--- src/hw/rtl/xbf_pkg.sv ---
// Package for the xoshiro128+ byte filler: request/response payload types,
// field widths and generator constants. No dependencies.
package xbf_pkg;

   localparam int SEED_WIDTH   = 32;
   localparam int COUNT_WIDTH  = 9;
   localparam int WORD_WIDTH   = 32;
   localparam int VALID_WIDTH  = 3;

   // default byte limit per request
   localparam int MAX_BYTES_DEFAULT = 256;

   // seed expansion multiplier and xoshiro128+ shift/rotate amounts
   localparam logic [SEED_WIDTH-1:0] SEED_MULT = 32'h0000_01b1;
   localparam int GEN_SHIFT  = 9;
   localparam int GEN_ROTATE = 11;

   // bytes carried by one full output word
   localparam logic [COUNT_WIDTH-1:0] WORD_BYTES = 9'd4;

   typedef struct packed {
      logic [SEED_WIDTH-1:0]  seed;
      logic [COUNT_WIDTH-1:0] byte_count;
   } req_type;

   typedef struct packed {
      logic [WORD_WIDTH-1:0]  random_word;
      logic [VALID_WIDTH-1:0] valid_bytes;
      logic                   last;
   } rsp_type;

endpackage

--- src/hw/rtl/xbf_front.sv ---
// Front end of the byte filler: accepts requests, saturates the byte count,
// drops zero-count requests and holds the rest in a two-entry queue.
// Depends on xbf_pkg.
module xbf_front #(
   parameter int MAX_BYTES = xbf_pkg::MAX_BYTES_DEFAULT
) (
   input  logic             clock,
   input  logic             reset,
   input  logic             req_push,
   output logic             req_full,
   input  xbf_pkg::req_type req_data,
   output logic             cmd_valid,
   input  logic             cmd_ready,
   output xbf_pkg::req_type cmd_data
);
   import xbf_pkg::*;

   localparam logic [COUNT_WIDTH-1:0] MAX_CNT = COUNT_WIDTH'(MAX_BYTES);

   req_type    q_ff [2];
   logic       wr_ptr_ff, wr_ptr_in;
   logic       rd_ptr_ff, rd_ptr_in;
   logic [1:0] cnt_ff, cnt_in;

   logic       push_ok;
   logic       store;
   logic       take;
   req_type    entry;

   // saturate count and classify
   always_comb begin
      entry      = req_data;
      if (req_data.byte_count > MAX_CNT) begin
         entry.byte_count = MAX_CNT;
      end
      push_ok = req_push && !req_full;
      store   = push_ok && (req_data.byte_count != '0);
      take    = cmd_valid && cmd_ready;
   end

   assign req_full  = (cnt_ff == 2'd2);
   assign cmd_valid = (cnt_ff != 2'd0);
   assign cmd_data  = q_ff[rd_ptr_ff];

   // queue pointers and fill count
   always_comb begin
      wr_ptr_in = wr_ptr_ff ^ store;
      rd_ptr_in = rd_ptr_ff ^ take;
      cnt_in    = cnt_ff + {1'b0, store} - {1'b0, take};
   end

   always_ff @(posedge clock) begin
      if (reset) begin
         wr_ptr_ff <= 1'b0;
         rd_ptr_ff <= 1'b0;
         cnt_ff    <= 2'd0;
      end else begin
         wr_ptr_ff <= wr_ptr_in;
         rd_ptr_ff <= rd_ptr_in;
         cnt_ff    <= cnt_in;
      end
   end

   // queue storage
   always_ff @(posedge clock) begin
      if (store) begin
         q_ff[wr_ptr_ff] <= entry;
      end
   end

endmodule

--- src/hw/rtl/xbf_back.sv ---
// Back end of the byte filler: expands the seed into four generator words,
// runs xoshiro128+ once per output word and queues the words for the
// receiver. Depends on xbf_pkg.
module xbf_back (
   input  logic             clock,
   input  logic             reset,
   input  logic             cmd_valid,
   output logic             cmd_ready,
   input  xbf_pkg::req_type cmd_data,
   output logic             rsp_empty,
   input  logic             rsp_pop,
   output xbf_pkg::rsp_type rsp_data
);
   import xbf_pkg::*;

   localparam logic [1:0] ST_IDLE = 2'd0;
   localparam logic [1:0] ST_SEED = 2'd1;
   localparam logic [1:0] ST_RUN  = 2'd2;

   logic [1:0]             state_ff, state_in;
   logic [1:0]             idx_ff, idx_in;
   logic [SEED_WIDTH-1:0]  s_ff, s_in;
   logic [COUNT_WIDTH-1:0] bytes_left_ff, bytes_left_in;
   logic [WORD_WIDTH-1:0]  gw_ff [4];
   logic [WORD_WIDTH-1:0]  gw_in [4];

   rsp_type    oq_ff [2];
   logic       owr_ptr_ff, owr_ptr_in;
   logic       ord_ptr_ff, ord_ptr_in;
   logic [1:0] ocnt_ff, ocnt_in;

   logic [SEED_WIDTH-1:0]  prod;
   logic [WORD_WIDTH-1:0]  t, n0, n1, n2, n3;
   logic                   gen;
   logic                   out_take;
   logic                   is_last;
   logic [VALID_WIDTH-1:0] take_bytes;
   rsp_type                out_entry;

   assign cmd_ready = (state_ff == ST_IDLE);
   assign rsp_empty = (ocnt_ff == 2'd0);
   assign rsp_data  = oq_ff[ord_ptr_ff];
   assign out_take  = rsp_pop && !rsp_empty;

   // seed chain step and generator step
   always_comb begin
      prod = s_ff * SEED_MULT + {{(SEED_WIDTH-2){1'b0}}, idx_ff};
      t    = gw_ff[1] << GEN_SHIFT;
      n2   = gw_ff[2] ^ gw_ff[0];
      n3   = gw_ff[3] ^ gw_ff[1];
      n1   = gw_ff[1] ^ n2;
      n0   = gw_ff[0] ^ n3;
      is_last    = (bytes_left_ff <= WORD_BYTES);
      take_bytes = is_last ? bytes_left_ff[VALID_WIDTH-1:0] : WORD_BYTES[VALID_WIDTH-1:0];
      out_entry.random_word = gw_ff[0] + gw_ff[3];
      out_entry.valid_bytes = take_bytes;
      out_entry.last        = is_last;
      gen = (state_ff == ST_RUN) && (ocnt_ff != 2'd2);
   end

   // sequencer
   always_comb begin
      state_in      = state_ff;
      idx_in        = idx_ff;
      s_in          = s_ff;
      bytes_left_in = bytes_left_ff;
      for (int i = 0; i < 4; i++) begin
         gw_in[i] = gw_ff[i];
      end
      unique case (state_ff)
         ST_IDLE: begin
            if (cmd_valid) begin
               s_in          = cmd_data.seed;
               bytes_left_in = cmd_data.byte_count;
               idx_in        = 2'd0;
               state_in      = ST_SEED;
            end
         end
         ST_SEED: begin
            s_in          = prod;
            gw_in[idx_ff] = prod;
            idx_in        = idx_ff + 2'd1;
            if (idx_ff == 2'd3) begin
               state_in = ST_RUN;
            end
         end
         ST_RUN: begin
            if (gen) begin
               gw_in[0] = n0;
               gw_in[1] = n1;
               gw_in[2] = n2 ^ t;
               gw_in[3] = {n3[WORD_WIDTH-GEN_ROTATE-1:0],
                           n3[WORD_WIDTH-1:WORD_WIDTH-GEN_ROTATE]};
               bytes_left_in = bytes_left_ff - {{(COUNT_WIDTH-VALID_WIDTH){1'b0}}, take_bytes};
               if (is_last) begin
                  state_in = ST_IDLE;
               end
            end
         end
         default: begin
            state_in = ST_IDLE;
         end
      endcase
   end

   // output queue pointers
   always_comb begin
      owr_ptr_in = owr_ptr_ff ^ gen;
      ord_ptr_in = ord_ptr_ff ^ out_take;
      ocnt_in    = ocnt_ff + {1'b0, gen} - {1'b0, out_take};
   end

   always_ff @(posedge clock) begin
      if (reset) begin
         state_ff      <= ST_IDLE;
         idx_ff        <= 2'd0;
         bytes_left_ff <= '0;
         owr_ptr_ff    <= 1'b0;
         ord_ptr_ff    <= 1'b0;
         ocnt_ff       <= 2'd0;
      end else begin
         state_ff      <= state_in;
         idx_ff        <= idx_in;
         bytes_left_ff <= bytes_left_in;
         owr_ptr_ff    <= owr_ptr_in;
         ord_ptr_ff    <= ord_ptr_in;
         ocnt_ff       <= ocnt_in;
      end
   end

   // generator words and seed chain
   always_ff @(posedge clock) begin
      s_ff <= s_in;
      for (int i = 0; i < 4; i++) begin
         gw_ff[i] <= gw_in[i];
      end
   end

   // output queue storage
   always_ff @(posedge clock) begin
      if (gen) begin
         oq_ff[owr_ptr_ff] <= out_entry;
      end
   end

endmodule

--- src/hw/rtl/xoshiro128plus_byte_filler_unit.sv ---
// Top level of the xoshiro128+ byte filler: front request queue feeding
// the seeding and generator back end. Depends on xbf_pkg, xbf_front, xbf_back.
//
// Usage:
//   Requests enter through req_push/req_full with req_data (seed, byte_count).
//   A request is taken when req_push is high and req_full is low. Counts above
//   MAX_BYTES are clipped to MAX_BYTES; a zero count is taken and produces
//   no response.
//   Responses leave through rsp_empty/rsp_pop: while rsp_empty is low the
//   oldest word is on rsp_data and it is taken when rsp_pop is high.
//   Each response word carries the generator output, the number of valid low
//   bytes (1..4) and a last flag on the final word of the request.
// Timing:
//   A request waits in the front queue until the back end is idle, then seed
//   expansion fills the four generator words (one constant multiply per cycle)
//   and one word is emitted per cycle while the response queue has room.
//   The front holds two requests, so the next ones queue while one runs.
//   When the receiver stalls, the two-entry response queue fills and the
//   generator pauses until room frees up; nothing is lost.
// Reset (synchronous) empties both queues and idles the generator.
module xoshiro128plus_byte_filler_unit #(
   parameter int MAX_BYTES = xbf_pkg::MAX_BYTES_DEFAULT
) (
   input  logic             clock,
   input  logic             reset,
   input  logic             req_push,
   output logic             req_full,
   input  xbf_pkg::req_type req_data,
   output logic             rsp_empty,
   input  logic             rsp_pop,
   output xbf_pkg::rsp_type rsp_data
);
   import xbf_pkg::*;

   logic    cmd_valid;
   logic    cmd_ready;
   req_type cmd_data;

   // request intake and queue
   xbf_front #(
      .MAX_BYTES (MAX_BYTES)
   ) u_front (
      .clock     (clock),
      .reset     (reset),
      .req_push  (req_push),
      .req_full  (req_full),
      .req_data  (req_data),
      .cmd_valid (cmd_valid),
      .cmd_ready (cmd_ready),
      .cmd_data  (cmd_data)
   );

   // seeding, generation and response queue
   xbf_back u_back (
      .clock     (clock),
      .reset     (reset),
      .cmd_valid (cmd_valid),
      .cmd_ready (cmd_ready),
      .cmd_data  (cmd_data),
      .rsp_empty (rsp_empty),
      .rsp_pop   (rsp_pop),
      .rsp_data  (rsp_data)
   );

endmodule

--- config.mk ---
export PLATFORM = sky130hd
export DESIGN_NAME = xoshiro128plus_byte_filler_unit
export DESIGN_NICKNAME = d
export VERILOG_FILES = /design/src/hw/rtl/xbf_pkg.sv /design/src/hw/rtl/xbf_front.sv /design/src/hw/rtl/xbf_back.sv /design/src/hw/rtl/xoshiro128plus_byte_filler_unit.sv
export SDC_FILE = /design/constraint.sdc
export NUM_CORES = 1
export LEC_CHECK = 0
export ABC_AREA = 1
export BUFFER_PORTS_ARGS = -buffer_cell sky130_fd_sc_hd__buf_2
export CAP_MARGIN = 20
export CORE_MARGIN = 3
export CORE_UTILIZATION = 63
export CTS_CLUSTER_DIAMETER = 60
export DETAILED_ROUTE_END_ITERATION = 8
export PLACE_DENSITY_LB_ADDON = 0.3
export SETUP_SLACK_MARGIN = 0.02
export SYNTH_ARGS = -nofsm -noshare
export SYNTH_HDL_FRONTEND = slang
export SYNTH_SLANG_ARGS = --single-unit
--- constraint.sdc ---
create_clock -name clock -period 5.06 [get_ports clock]
set_clock_uncertainty 0.15 [all_clocks]
set_input_delay 1.012 -clock clock [delete_from_list [all_inputs] [get_ports clock]]
set_output_delay 1.012 -clock clock [all_outputs]
set_load 0.01 [all_outputs]
Word-level counts from Yosys, hierarchy flattened
Memories as Yosys holds them, arrays and structs flattened. A register that Yosys moved wholly into a read port is not among the register bits.
Cells that the tools add are included.

operators by class
  add/subtract/negate cells = 8
  multipliers = 1
  divide/modulo/power cells = 0
  $lt $le $gt $ge = 4
  equality and inequality tests = 9
  shifts and indexed selects = 0
  muxes and demuxes = 25
  bitwise logic cells = 10
  reductions and logical operators = 17

operators by type and width
  cell                                                 count
  case mux 128 bit (2 select lines)                    1
  bitwise XOR 32 bit                                   5
  bitwise mux 128 bit                                  1
  two-way mux 128 bit                                  1
  demux 32 bit (select 2 bit)                          1
  two-way mux 32 bit                                   2
  case mux 32 bit (2 select lines)                     1
  adder 32 x 2 -> 32 bit                               1
  adder 32 bit                                         1
  multiplier 32 x 9 -> 32 bit, second input constant   1
  two-way mux 9 bit                                    3
  case mux 9 bit (2 select lines)                      1
  two-way mux 2 bit                                    5
  > comparator 9 bit, second input constant            1
  <= comparator 9 x 3 -> 1 bit, second input constant  1
  nonzero test 9 bit                                   1
  subtractor 9 x 3 -> 9 bit                            1
  != test 2 x 1 -> 1 bit, second input constant        4
  equality test 2 bit, second input constant           3
  logical AND 1 bit                                    6
  two-way mux 1 bit                                    6
  case mux 2 bit (3 select lines)                      1
  nonzero test 2 bit                                   3
  adder 2 x 1 -> 2 bit                                 2
  other kinds (15)                                     21

word-level totals
  register bits = 53
  latch bits = 0
  bits in writable memories = 282
  ROM bits = 0
  output and inout bits = 38
  word-level logic and storage cells = 87
  memories = 3

memory list
  memory        words  width  rd ports  clocked after memory_dff  write ports  RTL line         source
  u_back.gw_ff  4      32     4         0                         4            xbf_back.sv:24   logic [WORD_WIDTH-1:0] gw_ff [4];
  u_front.q_ff  2      41     1         1                         1            xbf_front.sv:20  req_type q_ff [2];
  u_back.oq_ff  2      36     1         1                         1            xbf_back.sv:27   rsp_type oq_ff [2];

Longest topological paths before layout
  depth after elaboration = 7
  gate-level depth with buffers = 21
  gate-level depth less buffers = 21

Cells and area by module
A second synthesis with hierarchy kept.

unflattened totals
  cells, all modules = 2368
  area total of the unflattened synthesis = 21694.6 µm²

modules (own cells, without submodules)
  module     instances  cells an instance  area each (µm²)  sequential area each (µm²)
  xbf_back   1          2095               18336.3          7307.0
  xbf_front  1          273                3358.2           2542.4

Worst setup path after synthesis
No wires, ideal clock.

  path type = reg-to-reg
  from = reg u_back.s_ff[1]
  to = reg u_back.s_ff[19] (data pin)
  setup time = 0.257 ns
  arrival time = 3.607 ns
  required time = 4.653 ns
  setup slack = 1.047 ns
  cell stages (with the launch flop) = 20
  path buffers = 0
  cell sequence = edfxtp_1 > ha_1 > xor2_1 > ha_1 > a21o_1 > fa_1 > inv_1 > fa_1 > inv_1 > ha_1 > a21o_1 > nor2_1 > nand2_2 > nand2_1 > nand2_2 > nand2_1 > nand2_1 > or2_4 > nand3_1 > nand2_1

between the ends
  cells in the longest elaborated chain, start to end = 3

ends and longest elaborated chain
  what                              RTL line         source
  from (decl)                       xbf_back.sv:22   logic [SEED_WIDTH-1:0] s_ff, s_in;
  from (signal assigned)            xbf_back.sv:133  s_ff <= s_in;
  multiplier 32 x 9 -> 32 bit       xbf_back.sv:47   prod = s_ff * SEED_MULT + {{(SEED_WIDTH-2){1'b0}}, idx_ff};
  adder 32 x 2 -> 32 bit            xbf_back.sv:47
  case mux 32 bit (2 select lines)  xbf_back.sv:70   unique case (state_ff)
  net u_back.s_in[19]               xbf_back.sv:22

The timed path passes the listed nets, and every way through them passes these cells.
A chain may end at the register's enable or synchronous reset.

Worst setup path in the final report
  from = reg u_back.s_ff[8]
  to = reg u_back.s_ff[22] (data pin)

Same word-level chain as after synthesis.

==> impl_table.tex <==
\begin{tabular}{lr}
\hline
Metric & Value \\
\hline
\multicolumn{2}{l}{\textbf{Clocking}} \\
\quad Total number of H-tree levels & 2 \\
\quad Post-CTS Repair Setup Buffers & 0 \\
\quad Sink count of the clock tree & 335 \\
\quad Count of instances resized after the clock tree is built & 0 \\
\quad Buffer levels on the longest clock path & 3 \\
\quad Register clock-pin slew on the reported worst setup and hold paths & 0.06 ns \\
\quad Number of hold buffers added after cts & 0 \\
\quad Clock tree from TritonCTS & yes \\
\quad Root buffer cell & sky130\_fd\_sc\_hd\_\_clkbuf\_16 \\
\quad Clock insertion delay at the later pin of the skew report & 0.56 ns \\
\quad Clock buffers created by TritonCTS & 39 \\
\multicolumn{2}{l}{\textbf{Timing}} \\
\quad RSZ-0062 raised after global routing & false \\
\quad Number of endpoints failing setup at the final stage & 0 \\
\quad Worst-case headroom to the max-slew limit & 27.9\% \\
\quad Slew of the pin with the lowest slew margin & 1.08 ns \\
\quad Total count of max-transition violations in the final report & 0 \\
\quad Achievable clock frequency & 208 MHz \\
\quad Post-Route Setup TNS & 0 ns \\
\quad Final period demand of the worst path & 4.80 ns \\
\quad Final period utilization & 95.0\% \\
\quad Worst hold margin & 0.353 ns \\
\quad Final-report hold violation count & 0 \\
\multicolumn{2}{l}{\textbf{Synthesis}} \\
\quad Flops \& latches, synth & 335 \\
\quad Synth async-reset ratio & 0\% \\
\quad Post-Synthesis Cell Area & 21,700 um\^{}2 \\
\quad Yosys synthesis warning count & 0 \\
\quad Number of nets produced by synthesis & 2,578 \\
\quad EDFF count, synth & 314 \\
\quad Number of distinct library cells after synthesis & 52 \\
\quad Dominant synthesized flop cell & sky130\_fd\_sc\_hd\_\_edfxtp\_1 \\
\quad Share of synthesized area occupied by flip-flops and latches & 45.3\% \\
\quad Post-Syn Area per Cell & 9.33 um\^{}2 \\
\quad Synthesized instance count & 2,328 \\
\multicolumn{2}{l}{\textbf{Min path}} \\
\quad Worst hold-check path type & reg2reg \\
\quad Number of stages on the worst hold path & 2 \\
\multicolumn{2}{l}{\textbf{Placed design}} \\
\quad \# placed instances & 2,821 \\
\quad Routability Congestion & 0.993 \\
\quad Placed Instance Area & 22,600 um\^{}2 \\
\quad Final HPWL from detailed placement & 42.8 mm \\
\quad Quantity of I/O buffers inserted on ports & 82 \\
\multicolumn{2}{l}{\textbf{Floorplanning}} \\
\quad Total number of placement rows & 67 \\
\quad Ports placed on the boundary & 83 \\
\quad Horizontal extent of the die & 192 um \\
\quad Starting density of the core & 64.3\% \\
\quad Core area & 33,800 um\^{}2 \\
\quad Die span in y & 192 um \\
\quad Die outline area & 36,700 um\^{}2 \\
\multicolumn{2}{l}{\textbf{Detailed routing}} \\
\quad First-pass detailed-route iteration total & 6 \\
\quad Final WL & 57.3 mm \\
\quad Total number of vias & 16,700 \\
\quad Mean routed wirelength per cell & 19.8 um \\
\quad Remaining design rule violation count & 0 \\
\quad Number of DRC markers after the initial detailed-route iteration & 1,814 \\
\quad Drt via density & 5.79 \\
\quad Antenna violation net count after detailed routing & 0 \\
\multicolumn{2}{l}{\textbf{Global routing}} \\
\quad Largest net degree at the start of global routing & 54 \\
\quad Initial antenna violation count & 1 \\
\quad First-pass GRT wire length & 89.8 mm \\
\quad GRT Overall Usage & 31.7\% \\
\quad Vias in the first global route & 16,600 \\
\quad Gr ovfl total & 0 \\
\multicolumn{2}{l}{\textbf{Cells and area}} \\
\quad Area of the multi-input gates & 10,300 um\^{}2 \\
\quad Sequential cell area & 9850 um\^{}2 \\
\quad Summed area of non-filler cells in the final layout & 23,900 um\^{}2 \\
\quad Final nets & 2,665 \\
\quad Final std cells w/o fill & 2,889 \\
\quad Fillers & 2,539 \\
\quad Number of antenna diodes & 0 \\
\quad Area growth from synthesis to final layout & 10.1\% \\
\quad Fraction of final layout cells sized beyond drive strength 1 & 9.22\% \\
\multicolumn{2}{l}{\textbf{Setup path}} \\
\quad Critical-path maximum fanout & 5 \\
\quad Crit Path Category & reg2reg \\
\quad Reg2reg path depth & 18 \\
\quad Arrival @ worst endpoint & 4.93 ns \\
\quad Critical Path End Type & flip-flop \\
\quad CP startpoint kind & flip-flop \\
\quad Crit path required time & 5.18 ns \\
\multicolumn{2}{l}{\textbf{Flow run}} \\
\quad Total of max-cap violations & 0 \\
\multicolumn{2}{l}{\textbf{Outcome}} \\
\quad Result of the run & finished, final reports clean \\
\hline
\end{tabular}
## kinds of logic (layout without fill, tap and decap cells)
logic type      after synthesis  in the layout  share of synthesized area [%]
compound gates              350            350                           9.38
buf+inv                     425            538                           7.47
other cells                   1              1                         0.0173
xor+xnor                    176            176                           7.13
simple gates                822            822                           16.0
flops                       335            335                           45.3
mux                          14             14                          0.645
fa+ha+maj                   205            205                           14.0
## cell type report
class,instances,share of cell area (%)
clock buffers,51,4.57
clock inverters,16,0.733
inverters,374,5.87
multi-input cells,1568,43.0
flip-flops and latches,335,41.2
well taps,448,2.34
repair buffers,97,2.27
## placed cells by master, fill, tap and decap left out, types with 82 or more instances in the layout
| master | Yosys | layout |
|---|---|---|
| sky130_fd_sc_hd__o21ai_0 | 128 | 125 |
| sky130_fd_sc_hd__ha_1 | 142 | 140 |
| sky130_fd_sc_hd__inv_1 | 367 | 367 |
| sky130_fd_sc_hd__nand3_1 | 138 | 138 |
| sky130_fd_sc_hd__buf_2 | 16 | 82 |
| sky130_fd_sc_hd__a21oi_1 | 87 | 87 |
| sky130_fd_sc_hd__nor2_1 | 143 | 142 |
| sky130_fd_sc_hd__nand2_1 | 465 | 464 |
| sky130_fd_sc_hd__edfxtp_1 | 314 | 314 |
| sky130_fd_sc_hd__xnor2_1 | 114 | 114 |
## metrics by stage
step           utilization [%]  worst slack, ns
2_1_floorplan                -             1.05
3_3_place_gp              66.9            0.262
3_5_place_dp              66.9            0.269
4_1_cts                   70.6            0.245
5_1_grt                   70.8           0.0569
6_report                  70.8            0.255
## registers in the layout (all words and copies together), names as in the netlist
register              flops
u_back.gw_ff            128
u_front.q_ff             82
u_back.oq_ff             72
u_back.s_ff              32
u_back.bytes_left_ff      9
u_back.idx_ff             2
u_back.ocnt_ff            2
u_back.state_ff           2
u_front.cnt_ff            2
u_back.ord_ptr_ff         1
u_back.owr_ptr_ff         1
u_front.rd_ptr_ff         1
u_front.wr_ptr_ff         1
## worst max-delay path, stage by stage (launching register included)
cell and delay (ns):
sky130_fd_sc_hd__edfxtp_1 0.48, sky130_fd_sc_hd__ha_1 0.40, sky130_fd_sc_hd__xor2_1 0.17, sky130_fd_sc_hd__ha_1 0.20, sky130_fd_sc_hd__a21o_1 0.17, sky130_fd_sc_hd__fa_1 0.52, sky130_fd_sc_hd__inv_1 0.05, sky130_fd_sc_hd__fa_1 0.47
sky130_fd_sc_hd__inv_1 0.04, sky130_fd_sc_hd__ha_1 0.33, sky130_fd_sc_hd__nand2_1 0.10, sky130_fd_sc_hd__nor2_1 0.16, sky130_fd_sc_hd__inv_1 0.10, sky130_fd_sc_hd__nor2_1 0.32, sky130_fd_sc_hd__nand4_1 0.27, sky130_fd_sc_hd__nand3_1 0.16
sky130_fd_sc_hd__nand2_1 0.15, sky130_fd_sc_hd__nand3_1 0.15, sky130_fd_sc_hd__o21ai_0 0.11
## per-layer routing
| metal | wire length [um] | track usage, % | up-vias | share of wire, % |
|---|---|---|---|---|
| li1 | - | - | 7924 | - |
| met1 | 24400 | 44.3 | 7896 | 43 |
| met2 | 25800 | 50.5 | 802 | 45 |
| met3 | 5130 | 5.62 | 117 | 8.9 |
| met4 | 1960 | 10.8 | 2 | 3.4 |
| met5 | 13 | 0 | - | 0.023 |
## cell usage after synthesis (5+ instances only)
cell type	instances	share of area, %
sky130_fd_sc_hd__a21o_1	11	0.38
sky130_fd_sc_hd__a21oi_1	87	2.0
sky130_fd_sc_hd__a22oi_1	5	0.17
sky130_fd_sc_hd__a31oi_1	16	0.46
sky130_fd_sc_hd__buf_2	16	0.37
sky130_fd_sc_hd__clkbuf_1	31	0.54
sky130_fd_sc_hd__dfxtp_1	21	1.9
sky130_fd_sc_hd__edfxtp_1	314	43
sky130_fd_sc_hd__fa_1	63	5.8
sky130_fd_sc_hd__ha_1	142	8.2
sky130_fd_sc_hd__inv_1	367	6.3
sky130_fd_sc_hd__inv_2	5	0.086
sky130_fd_sc_hd__mux2i_1	14	0.65
sky130_fd_sc_hd__nand2_1	465	8.0
sky130_fd_sc_hd__nand2_2	12	0.35
sky130_fd_sc_hd__nand3_1	138	3.2
sky130_fd_sc_hd__nand4_1	18	0.52
sky130_fd_sc_hd__nor2_1	143	2.5
sky130_fd_sc_hd__nor3_1	9	0.21
sky130_fd_sc_hd__o211ai_1	13	0.45
sky130_fd_sc_hd__o21ai_0	128	2.9
sky130_fd_sc_hd__o21ai_1	11	0.25
sky130_fd_sc_hd__o21ai_2	7	0.28
sky130_fd_sc_hd__o21bai_1	13	0.45
sky130_fd_sc_hd__o22ai_1	42	1.2
sky130_fd_sc_hd__o2bb2ai_1	5	0.20
sky130_fd_sc_hd__or2_2	16	0.46
sky130_fd_sc_hd__xnor2_1	114	4.6
sky130_fd_sc_hd__xor2_1	61	2.5
## path summary, 6_finish.rpt
kind / endpoint / from / slack (ns)
worst min-delay path: u_back.bytes_left_ff[0]$_SDFFE_PP0P_ / u_back.bytes_left_ff[0]$_SDFFE_PP0P_ / 0.35
worst max register to register: u_back.s_ff[22]$_DFFE_PP_ / u_back.s_ff[8]$_DFFE_PP_ / 0.26
worst min register to register: u_back.bytes_left_ff[0]$_SDFFE_PP0P_ / u_back.bytes_left_ff[0]$_SDFFE_PP0P_ / 0.35
worst max-delay path: u_back.s_ff[22]$_DFFE_PP_ / u_back.s_ff[8]$_DFFE_PP_ / 0.26
Power is not shown: default switching activity piles up to over one toggle a cycle in this logic, so the estimate is an artifact.
